## src/hdl/cfra_pkg.sv

```systemverilog
// ----------------------------------------------------------------------------
// cfra_pkg
// Shared types, codes and sizes for the contiguous free-run allocator.
// ----------------------------------------------------------------------------
package cfra_pkg;

  localparam int unsigned SLOTS   = 1024;
  localparam int unsigned IDX_W   = 10;
  localparam int unsigned LEN_W   = 11;
  localparam int unsigned WORD_W  = 32;
  localparam int unsigned BIT_W   = 5;
  localparam int unsigned WORDS   = SLOTS / WORD_W;
  localparam int unsigned WADDR_W = IDX_W - BIT_W;
  localparam int unsigned CNT_W   = WADDR_W + 1;

  localparam logic [1:0] FN_FIND = 2'd0;
  localparam logic [1:0] FN_USED = 2'd1;
  localparam logic [1:0] FN_FREE = 2'd2;

  localparam logic [1:0] ST_DONE  = 2'd0;
  localparam logic [1:0] ST_NOFIT = 2'd1;
  localparam logic [1:0] ST_INV   = 2'd2;

  typedef struct packed {
    logic [1:0]       func;
    logic [IDX_W-1:0] range_start;
    logic [IDX_W-1:0] range_end;
    logic [LEN_W-1:0] run_length;
  } in_t;

  typedef struct packed {
    logic [1:0]       status;
    logic [IDX_W-1:0] position;
    logic [LEN_W-1:0] longest_free;
  } out_t;

  typedef enum logic [1:0] {
    FSM_CLEAR,
    FSM_IDLE,
    FSM_SCAN,
    FSM_FIN
  } fsm_e;

  typedef struct packed {
    logic load_item;
    logic cnt_inc;
    logic cnt_clr;
    logic clr_wr;
    logic scan;
    logic load_result;
  } cmd_t;

  typedef struct packed {
    logic need_scan;
    logic cnt_full;
    logic clr_last;
    logic scan_done;
  } sts_t;

endpackage

```

## src/hdl/cfra_ram.sv

```systemverilog
// ----------------------------------------------------------------------------
// cfra_ram
// Generic single write port, single read port RAM with registered read.
// ----------------------------------------------------------------------------
module cfra_ram #(
  parameter int unsigned WIDTH = 32,
  parameter int unsigned DEPTH = 32
) (
  input  logic                     clk_i,
  input  logic                     we_i,
  input  logic [$clog2(DEPTH)-1:0] waddr_i,
  input  logic [WIDTH-1:0]         wdata_i,
  input  logic [$clog2(DEPTH)-1:0] raddr_i,
  output logic [WIDTH-1:0]         rdata_o
);

  logic [WIDTH-1:0] mem_q [DEPTH];
  logic [WIDTH-1:0] rdata_q;

  always_ff @(posedge clk_i) begin
    if (we_i) begin
      mem_q[waddr_i] <= wdata_i;
    end
    rdata_q <= mem_q[raddr_i];
  end

  assign rdata_o = rdata_q;

endmodule

```

## src/hdl/cfra_datapath.sv

```systemverilog
// ----------------------------------------------------------------------------
// cfra_datapath
// Occupancy bitmap store, word-wise mark and run scan, result register.
// ----------------------------------------------------------------------------
module cfra_datapath (
  input  logic            clk_i,
  input  logic            rst_ni,
  input  cfra_pkg::in_t   in_data_i,
  input  cfra_pkg::cmd_t  cmd_i,
  output cfra_pkg::sts_t  sts_o,
  output cfra_pkg::out_t  out_data_o
);

  localparam int unsigned W     = cfra_pkg::WORD_W;
  localparam int unsigned BW    = cfra_pkg::BIT_W;
  localparam int unsigned LW    = cfra_pkg::LEN_W;
  localparam int unsigned IW    = cfra_pkg::IDX_W;
  localparam int unsigned AW    = cfra_pkg::WADDR_W;
  localparam int unsigned CW    = cfra_pkg::CNT_W;
  localparam int unsigned LVLS  = BW;

  cfra_pkg::in_t  item_q;
  cfra_pkg::out_t out_q, res;
  logic [CW-1:0]  cnt_q;
  logic           proc_v_q;
  logic [AW-1:0]  wrd_q;
  logic [LW-1:0]  cur_q, acc_q, longest_q;
  logic           found_q;
  logic [IW-1:0]  pos_q;

  logic [W-1:0]   rdata, mask, occ, wdata;
  logic [AW-1:0]  waddr;
  logic           we;
  logic           is_mark, is_find, in_mark, in_find;
  logic [W-1:0]   has_l  [LVLS+1];
  logic [BW-1:0]  last_l [LVLS+1][W];
  logic [LW-1:0]  run_end [W];
  logic [LW-1:0]  mx_l   [LVLS+1][W];
  logic           fit_any;
  logic [BW-1:0]  fit_idx;
  logic [LW-1:0]  pos_full, wmax;

  assign is_mark = (item_q.func == cfra_pkg::FN_USED) || (item_q.func == cfra_pkg::FN_FREE);
  assign is_find = (item_q.func == cfra_pkg::FN_FIND);
  assign in_mark = (in_data_i.func == cfra_pkg::FN_USED) ||
                   (in_data_i.func == cfra_pkg::FN_FREE);
  assign in_find = (in_data_i.func == cfra_pkg::FN_FIND);

  always_comb begin
    sts_o.need_scan = (in_mark && (in_data_i.range_start <= in_data_i.range_end)) ||
                      (in_find && (in_data_i.run_length != '0) &&
                       (in_data_i.run_length <= longest_q));
    sts_o.cnt_full  = (cnt_q == CW'(cfra_pkg::WORDS));
    sts_o.clr_last  = (cnt_q == CW'(cfra_pkg::WORDS - 1));
    sts_o.scan_done = sts_o.cnt_full && !proc_v_q;
  end

  // range mask and updated word
  always_comb begin
    for (int i = 0; i < W; i++) begin
      mask[i] = ((wrd_q > item_q.range_start[IW-1:BW]) ||
                 ((wrd_q == item_q.range_start[IW-1:BW]) &&
                  (BW'(i) >= item_q.range_start[BW-1:0]))) &&
                ((wrd_q < item_q.range_end[IW-1:BW]) ||
                 ((wrd_q == item_q.range_end[IW-1:BW]) &&
                  (BW'(i) <= item_q.range_end[BW-1:0])));
    end
    if (!is_mark) begin
      occ = rdata;
    end else if (item_q.func == cfra_pkg::FN_USED) begin
      occ = rdata | mask;
    end else begin
      occ = rdata & ~mask;
    end
  end

  // last occupied bit at or below each position, prefix tree
  always_comb begin
    has_l[0] = occ;
    for (int i = 0; i < W; i++) begin
      last_l[0][i] = BW'(i);
    end
    for (int l = 0; l < LVLS; l++) begin
      for (int i = 0; i < W; i++) begin
        if ((i >= (1 << l)) && !has_l[l][i]) begin
          has_l[l+1][i]  = has_l[l][i - (1 << l)];
          last_l[l+1][i] = last_l[l][i - (1 << l)];
        end else begin
          has_l[l+1][i]  = has_l[l][i];
          last_l[l+1][i] = last_l[l][i];
        end
      end
    end
    for (int i = 0; i < W; i++) begin
      if (occ[i]) begin
        run_end[i] = '0;
      end else if (has_l[LVLS][i]) begin
        run_end[i] = LW'(i) - LW'(last_l[LVLS][i]);
      end else begin
        run_end[i] = cur_q + LW'(i) + LW'(1);
      end
    end
  end

  // first fitting run end and word maximum
  always_comb begin
    fit_any = 1'b0;
    fit_idx = '0;
    for (int i = W - 1; i >= 0; i--) begin
      if (run_end[i] >= item_q.run_length) begin
        fit_any = 1'b1;
        fit_idx = BW'(i);
      end
    end
    pos_full = LW'({wrd_q, fit_idx}) + LW'(1) - item_q.run_length;
    for (int l = 0; l <= LVLS; l++) begin
      for (int i = 0; i < W; i++) begin
        mx_l[l][i] = '0;
      end
    end
    for (int i = 0; i < W; i++) begin
      mx_l[0][i] = run_end[i];
    end
    for (int l = 0; l < LVLS; l++) begin
      for (int i = 0; i < (W >> (l + 1)); i++) begin
        mx_l[l+1][i] = (mx_l[l][2*i] > mx_l[l][2*i+1]) ? mx_l[l][2*i] : mx_l[l][2*i+1];
      end
    end
    wmax = mx_l[LVLS][0];
  end

  assign we    = cmd_i.clr_wr || (proc_v_q && is_mark);
  assign waddr = cmd_i.clr_wr ? cnt_q[AW-1:0] : wrd_q;
  assign wdata = cmd_i.clr_wr ? '0 : occ;

  cfra_ram #(
    .WIDTH (W),
    .DEPTH (cfra_pkg::WORDS)
  ) u_bitmap (
    .clk_i   (clk_i),
    .we_i    (we),
    .waddr_i (waddr),
    .wdata_i (wdata),
    .raddr_i (cnt_q[AW-1:0]),
    .rdata_o (rdata)
  );

  always_comb begin
    res.status       = cfra_pkg::ST_DONE;
    res.position     = '0;
    res.longest_free = longest_q;
    if (is_mark) begin
      if (item_q.range_start > item_q.range_end) begin
        res.status = cfra_pkg::ST_INV;
      end else begin
        res.longest_free = acc_q;
      end
    end else if (is_find) begin
      if ((item_q.run_length != '0) && (item_q.run_length > longest_q)) begin
        res.status = cfra_pkg::ST_NOFIT;
      end else if (found_q) begin
        res.position = pos_q;
      end
    end
  end

  always_ff @(posedge clk_i or negedge rst_ni) begin
    if (!rst_ni) begin
      cnt_q     <= '0;
      proc_v_q  <= 1'b0;
      longest_q <= LW'(cfra_pkg::SLOTS);
    end else begin
      if (cmd_i.cnt_clr || cmd_i.load_item) begin
        cnt_q <= '0;
      end else if (cmd_i.cnt_inc) begin
        cnt_q <= cnt_q + CW'(1);
      end
      proc_v_q <= cmd_i.scan && !sts_o.cnt_full;
      if (cmd_i.load_result) begin
        longest_q <= res.longest_free;
      end
    end
  end

  always_ff @(posedge clk_i) begin
    wrd_q <= cnt_q[AW-1:0];
    if (cmd_i.load_item) begin
      item_q  <= in_data_i;
      cur_q   <= '0;
      acc_q   <= '0;
      found_q <= 1'b0;
      pos_q   <= '0;
    end else if (proc_v_q) begin
      cur_q <= run_end[W-1];
      acc_q <= (wmax > acc_q) ? wmax : acc_q;
      if (is_find && !found_q && fit_any) begin
        found_q <= 1'b1;
        pos_q   <= pos_full[IW-1:0];
      end
    end
    if (cmd_i.load_result) begin
      out_q <= res;
    end
  end

  assign out_data_o = out_q;

endmodule

```

## src/hdl/cfra_ctrl.sv

```systemverilog
// ----------------------------------------------------------------------------
// cfra_ctrl
// Sequencer: clearing pass, item intake, word scan, result hand-off.
// ----------------------------------------------------------------------------
module cfra_ctrl (
  input  logic           clk_i,
  input  logic           rst_ni,
  input  logic           in_valid_i,
  output logic           in_ready_o,
  output logic           out_valid_o,
  input  logic           out_ready_i,
  input  cfra_pkg::sts_t sts_i,
  output cfra_pkg::cmd_t cmd_o
);

  cfra_pkg::fsm_e state_q, state_d;
  logic           out_valid_q, out_valid_d;
  logic           out_free;

  assign out_free = !out_valid_q || out_ready_i;

  always_ff @(posedge clk_i or negedge rst_ni) begin
    if (!rst_ni) begin
      state_q     <= cfra_pkg::FSM_CLEAR;
      out_valid_q <= 1'b0;
    end else begin
      state_q     <= state_d;
      out_valid_q <= out_valid_d;
    end
  end

  always_comb begin
    state_d    = state_q;
    cmd_o      = '0;
    in_ready_o = 1'b0;
    case (state_q)
      cfra_pkg::FSM_CLEAR: begin
        cmd_o.clr_wr = 1'b1;
        if (sts_i.clr_last) begin
          cmd_o.cnt_clr = 1'b1;
          state_d       = cfra_pkg::FSM_IDLE;
        end else begin
          cmd_o.cnt_inc = 1'b1;
        end
      end
      cfra_pkg::FSM_IDLE: begin
        in_ready_o = 1'b1;
        if (in_valid_i) begin
          cmd_o.load_item = 1'b1;
          state_d = sts_i.need_scan ? cfra_pkg::FSM_SCAN : cfra_pkg::FSM_FIN;
        end
      end
      cfra_pkg::FSM_SCAN: begin
        cmd_o.scan    = 1'b1;
        cmd_o.cnt_inc = !sts_i.cnt_full;
        if (sts_i.scan_done) begin
          state_d = cfra_pkg::FSM_FIN;
        end
      end
      cfra_pkg::FSM_FIN: begin
        if (out_free) begin
          cmd_o.load_result = 1'b1;
          state_d           = cfra_pkg::FSM_IDLE;
        end
      end
      default: begin
        state_d = cfra_pkg::FSM_CLEAR;
      end
    endcase
    if (cmd_o.load_result) begin
      out_valid_d = 1'b1;
    end else if (out_ready_i) begin
      out_valid_d = 1'b0;
    end else begin
      out_valid_d = out_valid_q;
    end
  end

  assign out_valid_o = out_valid_q;

endmodule

```

## src/hdl/contiguous_free_run_allocator.sv

```systemverilog
// ----------------------------------------------------------------------------
// contiguous_free_run_allocator
// Tracks 1024 slots; marks ranges occupied or free and finds first-fit runs.
// ----------------------------------------------------------------------------
// Usage:
//   in channel  (in_valid_i / in_ready_o, in_data_i): one request per
//   transaction: find first fit, mark range occupied, mark range free.
//   out channel (out_valid_o / out_ready_i, out_data_o): one response per
//   request with status, position and the longest free run afterwards.
// Occupancy is held as a 32 x 32-bit bitmap RAM; a valid mark or fitting find
// walks all 32 words, one word per cycle behind the registered RAM read.
// Walked requests pass IDLE, SCAN and FIN; requests settled without a walk
// (inverted range, no fit, zero length, unused code) pass IDLE and FIN only.
// One request at a time: a new request is taken only back in IDLE.
// Reset: a clearing pass writes all 32 words to zero, marking every slot free;
// in_ready_o stays low until it ends.
// Stall: the response sits in an output register; the next request is
// accepted meanwhile, and a second response waits until the first is taken.
// ----------------------------------------------------------------------------
module contiguous_free_run_allocator (
  input  logic           clk_i,
  input  logic           rst_ni,
  input  logic           in_valid_i,
  output logic           in_ready_o,
  input  cfra_pkg::in_t  in_data_i,
  output logic           out_valid_o,
  input  logic           out_ready_i,
  output cfra_pkg::out_t out_data_o
);

  cfra_pkg::cmd_t cmd;
  cfra_pkg::sts_t sts;

  cfra_ctrl u_ctrl (
    .clk_i       (clk_i),
    .rst_ni      (rst_ni),
    .in_valid_i  (in_valid_i),
    .in_ready_o  (in_ready_o),
    .out_valid_o (out_valid_o),
    .out_ready_i (out_ready_i),
    .sts_i       (sts),
    .cmd_o       (cmd)
  );

  cfra_datapath u_dp (
    .clk_i      (clk_i),
    .rst_ni     (rst_ni),
    .in_data_i  (in_data_i),
    .cmd_i      (cmd),
    .sts_o      (sts),
    .out_data_o (out_data_o)
  );

endmodule

```

## config.mk

```make
export PLATFORM = sky130hd
export DESIGN_NAME = contiguous_free_run_allocator
export DESIGN_NICKNAME = d
export VERILOG_FILES = /design/src/hdl/cfra_pkg.sv /design/src/hdl/cfra_ram.sv /design/src/hdl/cfra_datapath.sv /design/src/hdl/cfra_ctrl.sv /design/src/hdl/contiguous_free_run_allocator.sv
export SDC_FILE = /design/constraint.sdc
export NUM_CORES = 2
export LEC_CHECK = 0
export BUFFER_PORTS_ARGS = -buffer_cell sky130_fd_sc_hd__buf_2
export CAP_MARGIN = 20
export CORE_MARGIN = 8
export CORE_UTILIZATION = 41
export CTS_BUF_LIST = sky130_fd_sc_hd__clkbuf_4
export CTS_CLUSTER_DIAMETER = 30
export DETAILED_ROUTE_END_ITERATION = 10
export GPL_ROUTABILITY_DRIVEN = 0
export PLACE_DENSITY = 0.53
export SETUP_SLACK_MARGIN = 0.1
export SYNTH_ARGS = -nofsm -noshare
export SYNTH_HDL_FRONTEND = slang
export SYNTH_SLANG_ARGS = --single-unit
```

## constraint.sdc

```tcl
create_clock -name clk_i -period 44.5 [get_ports clk_i]
set_clock_uncertainty 0.05 [all_clocks]
set_input_delay 2.225 -clock clk_i [delete_from_list [all_inputs] [get_ports clk_i]]
set_output_delay 2.225 -clock clk_i [all_outputs]
set_load 0.05 [all_outputs]
```

# Word-level counts from Yosys, hierarchy flattened
# Memories as Yosys holds them, arrays and structs flattened. A register that Yosys moved wholly into a read port is not among the register bits.
# Cells that the tools add are included.
dict set report totals {
  regBits 115
  mem_bits_rw 1024
  input_bits 37
  output_inout_bits 25
  wordCells 908
  memories 1
}
dict set report op_classes {
  add_sub_neg 96
  order_cmp 134
  eq_ne 15
  mux 450
  bitwise 5
  reduce_logical 190
}
# name depth word_bits rd rd_clocked_by_memory_dff write_ports line
set mem_list {}
lappend mem_list {u_dp.u_bitmap.mem_q 32 32 1 1 1 cfra_ram.sv:17} ;# logic [WIDTH-1:0] mem_q [DEPTH];
# op n
set op_table {}
lappend op_table {{$mux W11} 96}
lappend op_table {{$mux W5} 132}
lappend op_table {{$gt A11 B11 Y1} 33}
lappend op_table {{$add A11 B1 Y11 const B} 32}
lappend op_table {{$ge A11 B11 Y1} 32}
lappend op_table {{$mux W1} 191}
lappend op_table {{$add A11 B5 Y11 const B} 16}
lappend op_table {{$logic_and A1 B1 Y1} 105}
lappend op_table {{$mux W32} 3}
lappend op_table {{$sub A5 B5 Y6 const A} 16}
lappend op_table {{$add A11 B4 Y11 const B} 8}
lappend op_table {{$ge A5 B5 Y1 const A} 16}
lappend op_table {{$le A5 B5 Y1 const A} 16}
lappend op_table {{$logic_or A1 B1 Y1} 70}
lappend op_table {{$sub A4 B5 Y6 const A} 8}
lappend op_table {{$add A11 B3 Y11 const B} 4}
lappend op_table {{$ge A4 B5 Y1 const A} 8}
lappend op_table {{$le A4 B5 Y1 const A} 8}
lappend op_table {{$and A32 B32 Y32} 1}
lappend op_table {{$not A32 Y32} 1}
lappend op_table {{$or A32 B32 Y32} 1}
lappend op_table {{$mux W2} 15}
lappend op_table {{$sub A3 B5 Y6 const A} 4}
lappend op_table {{$add A11 B2 Y11 const B} 2}
lappend op_table {{38 further kinds} 72}

# Longest topological paths before layout
dict set report logic_depth {
  depth_word 51
  ltp_mapped 111
}

# Modules after synthesis
# A second synthesis with hierarchy kept.
dict set report unflattened {
  hier_cells 7403
  area_unflattened_um2 78820.6
}
# module instances cells_each area_per_inst_um2 seq_area_each_um2
set modules_own_cells {}
lappend modules_own_cells {cfra_ram 1 2260 40492.6 31390.1}
lappend modules_own_cells {cfra_datapath 1 5115 38034.0 2894.0}
lappend modules_own_cells {cfra_ctrl 1 28 294.0 75.1}

# Least setup slack after synthesis
# OpenSTA, ideal clock, no wires.
dict set report synth_path {
  path_kind {reg-to-reg}
  start {register u_dp.item_q[30] in the netlist's numbering}
  end {register u_dp.acc_q[6]}
  setup_ps 130
  arrival_ps 18226
  path_slack_ps 26094
  path_stages_with_launch 105
  n_path_buf 9
  synth_period_minus_slack_ps 18406
  path_cell_list {edfxtp_1 > inv_1 > ha_1 > and3_1 > buf_4 > and2_1 > buf_2 > a221oi_2 > mux2_2 > buf_2 > nor3_1 > nand3_1 > a21o_1 > a22oi_1 > ha_1 > nor2_1 > o21ai_0 > a21oi_1 > (+69 left out) > ha_1 > nor2b_1 > o21a_1 > o21a_1 > o21ai_0 > nand2b_1 > a21oi_1 > nor2b_1 > o21ai_0 > nand2b_1 > a21oi_1 > nor2b_1 > o21ai_0 > a21oi_1 > clkbuf_1 > clkbuf_1 > o21ai_0 > a21oi_1}
}
# item line
set synth_rtl {}
lappend synth_rtl {{from (decl)} cfra_datapath.sv:22} ;# cfra_pkg::in_t item_q;
lappend synth_rtl {{from (signal assigned)} cfra_datapath.sv:188} ;# item_q <= in_data_i;
lappend synth_rtl {{to (signal assigned)} cfra_datapath.sv:195} ;# acc_q <= (wmax > acc_q) ? wmax : acc_q;
lappend synth_rtl {{to (decl)} cfra_datapath.sv:27} ;# logic [LW-1:0] cur_q, acc_q, longest_q;

==> flow_summary.ini <==
[floorplan]
rows = 159
die_h_um = 449.1
start_util_pct = 41.12
dieArea_sq_mm = 0.2017
pin_count = 62
coreArea_sq_mm = 0.1870
fp.dieW_um = 449.1

[worst_setup_path]
timing.rr.end = u_dp.acc_q[9]$_SDFFE_PP0P_
cp.arrival_ns = 23.64
max_stage_delay_ns = 0.94
rr_startpoint = u_dp.wrd_q[2]$_DFF_P_
cp_top_family = compound AO/OA/AOI/OAI gates
path_buf_inv = 5
start_kind = flop
crit_required_ns = 45.54
r2r_slack_ns = 21.90
crit_path_end_kind = flop
r2r_cells = 95
cp_max_fo = 21
crit_top_cell = o21a_1
crit_type = flop to flop
cpMaxStageDelayCell = nand4_1

[timing]
slew_headroom_pct = 19.06
setup_tns_ns = 0
fin_crit_ns = 22.60
fin_crit_sh_pct = 50.80
finalMaxSlewViolations = 0
max_freq_mhz = 44.24
setup_violations = 0
rsz0062_at_grt = false
hold_viol = 0
worst_pin_slew_ns = 1.205

[placed_design]
dp.final_hpwl_um = 194900
port-buffer-count = 61
placed_area_sq_mm = 0.08088

[status]
run_status = complete, no violations

[synthesis]
yosysWarnings = 0
netlist_area_sq_mm = 0.07689
synth_cells = 6580
async_flop_share_pct = 1.793
ys_ff_latch = 1171
ys_seq_area_share_pct = 44.68
yosys-top-cells-area = edfxtp_1, ha_1, mux4_2
synth_flop_cell = edfxtp_1
synth.distinct_cells = 109
synth_top_cell_by_area = edfxtp_1
synth_top_area_share_pct = 42.18
synth_edf_count = 1080
syn_nets = 7415
syn_avg_cell_area_sq_um = 11.69

[final_layout]
final_area_sq_mm = 0.08518
nets = 7722
drive_gt1_share_pct = 18.42
areaGrowthSynthToFinish_pct = 10.78
n_fill_cell = 17290

[drt]
drtPass1Iterations = 11
route.detailed.drc = 0
ant_nets = 0
wirelength_um = 283200
drt_iter0_drc = 6286
routed_via_density = 6.086
wl_per_cell_um = 29.48
vias = 58470

[clock_network]
path_clk_slew_ns = 0.06
clock_latency_ns = 1.32
clockBufferDepth = 4
post_cts_resized = 0
cts_sinks = 1171
cts_buffers = 325
cts-htree-levels = 5
post_cts_buffers = 0
cts_root_buf = clkbuf_4
hold_buffers = 0
cts_tree = built

[grt]
grt_pass1_vias = 57470
grt_max_degree = 57
grt_pass1_wl_um = 403400
overflow = 0
track_usage_pct = 26.94
antenna_found_initial = 7

[hold_path]
min_to = u_dp.pos_q[4]$_SDFFE_PP0P_
hold_class = flop to flop
worstHoldStart = u_dp.pos_q[4]$_SDFFE_PP0P_
min_path_cells = 2

[flow_run]
cap_violations = 0
[registers in the layout, summed over array words and instances, names as in the netlist]
name,flops
u_dp.acc_q,11
u_dp.wrd_q,5
u_dp.cnt_q,6
u_dp.longest_q,11
u_dp.out_data_o,23
u_ctrl.out_valid_o,1
u_dp.item_q,33
u_dp.pos_q,10
u_dp.u_bitmap.rdata_o,32
u_dp.found_q,1
u_dp.u_bitmap.mem_q,1024
u_dp.proc_v_q,1
u_dp.cur_q,11
u_ctrl.state_q,2
[layout make-up]
type	count	area [sq um]	area share, %
Clock buffer	466	3498	4.107
Sequential cell	1171	34380	40.36
Clock inverter	70	394.1	0.4627
Tap cell	2495	3122	3.665
Inverter	428	1607	1.886
Timing Repair Buffer	243	1874	2.200
Antenna cell	16	40.04	0.04700
Multi-Input combinational cell	4718	40260	47.27
[worst max path at each step]
| stage | from | end | slack (ns) | cells after the start |
|---|---|---|---|---|
| 2_1_floorplan | u_dp.item_q[30]$_DFFE_PP_ | u_dp.acc_q[6]$_SDFFE_PP0P_ | 26.09 | 104 |
| 3_3_place_gp | u_dp.item_q[31]$_DFFE_PP_ | u_dp.acc_q[4]$_SDFFE_PP0P_ | 22.92 | 98 |
| 3_5_place_dp | u_dp.wrd_q[2]$_DFF_P_ | u_dp.acc_q[9]$_SDFFE_PP0P_ | 22.76 | 97 |
| 4_1_cts | u_dp.wrd_q[2]$_DFF_P_ | u_dp.acc_q[9]$_SDFFE_PP0P_ | 22.70 | 97 |
| 5_1_grt | u_dp.wrd_q[2]$_DFF_P_ | u_dp.acc_q[1]$_SDFFE_PP0P_ | 20.50 | 94 |
| 6_report | u_dp.wrd_q[2]$_DFF_P_ | u_dp.acc_q[9]$_SDFFE_PP0P_ | 21.90 | 95 |
[cell usage after synthesis, types with 81 or more instances]
cell type	instances
mux2i_1	193
nand2_1	442
a21o_1	250
o21a_1	180
ha_1	797
clkbuf_1	203
nor2_1	543
a21oi_1	263
edfxtp_1	1080
nor3_1	81
inv_1	425
xor2_1	84
nand3_1	107
nand4_1	127
nor2b_1	89
mux4_2	320
mux2_2	89
o21ai_0	227
xnor2_1	169
[worst register-to-register path, delay by kind of cell (launching register included)]
family	cells	cell delay (ns)
fa+ha+maj	7	2.25
buf+inv	5	0.85
mux	1	0.41
simple gates	23	6.63
compound gates	59	11.86
flops	1	0.47
[placed cells by master (no fill, tap or decap), types with 106 or more instances in the layout]
master    Yosys  layout
edfxtp_1   1080    1080
ha_1        797     796
nor2_1      543     481
clkbuf_4      0     468
nand2_1     442     442
inv_1       425     418
mux4_2      320     320
a21oi_1     263     263
a21o_1      250     250
o21ai_0     227     227
mux2i_1     193     191
o21a_1      180     180
xnor2_1     169     169
buf_4         2     151
nand4_1     127     127
nand3_1     107     106
[stage by stage]
| step | instances | setup slack, ns | util [%] | hold WS (ns) |
|---|---|---|---|---|
| CTS | 9565 | 22.70 | 45.33 | 0.4397 |
| global placement | 9024 | 22.92 | 43.21 | 0.4209 |
| finish | 9607 | 21.90 | 45.55 | 0.4371 |
| global route | 9599 | 20.50 | 45.54 | 0.4615 |
| floorplan | 6580 | 26.09 | - | 0.2954 |
| detailed placement | 9029 | 22.76 | 43.25 | 0.4247 |
[logic make-up (layout without fill, tap and decap cells)]
logic type | count (synthesis) | after routing | share of synthesized area [%]
and+or+nand+nor | 1724 | 1724 | 10.90
DFF | 1171 | 1171 | 44.68
other | 0 | 16 | 0
AOI/OAI and AO/OA | 1329 | 1329 | 11.75
buffers and inverters | 691 | 1207 | 3.435
muxes | 605 | 605 | 13.23
adders and majority gates | 807 | 807 | 13.11
xor gates and xnor gates | 253 | 253 | 2.882
[layer usage]
metal,up-vias,GRT usage [%],wire (um)
met1,28750,34.54,113800
li1,25820,-,-
met3,830,5.534,23430
met4,2,14.64,17920
met5,-,0,13
met2,3069,42.84,128000
Power is not shown: default switching activity piles up to over one toggle a cycle in this logic, so the estimate is an artifact.
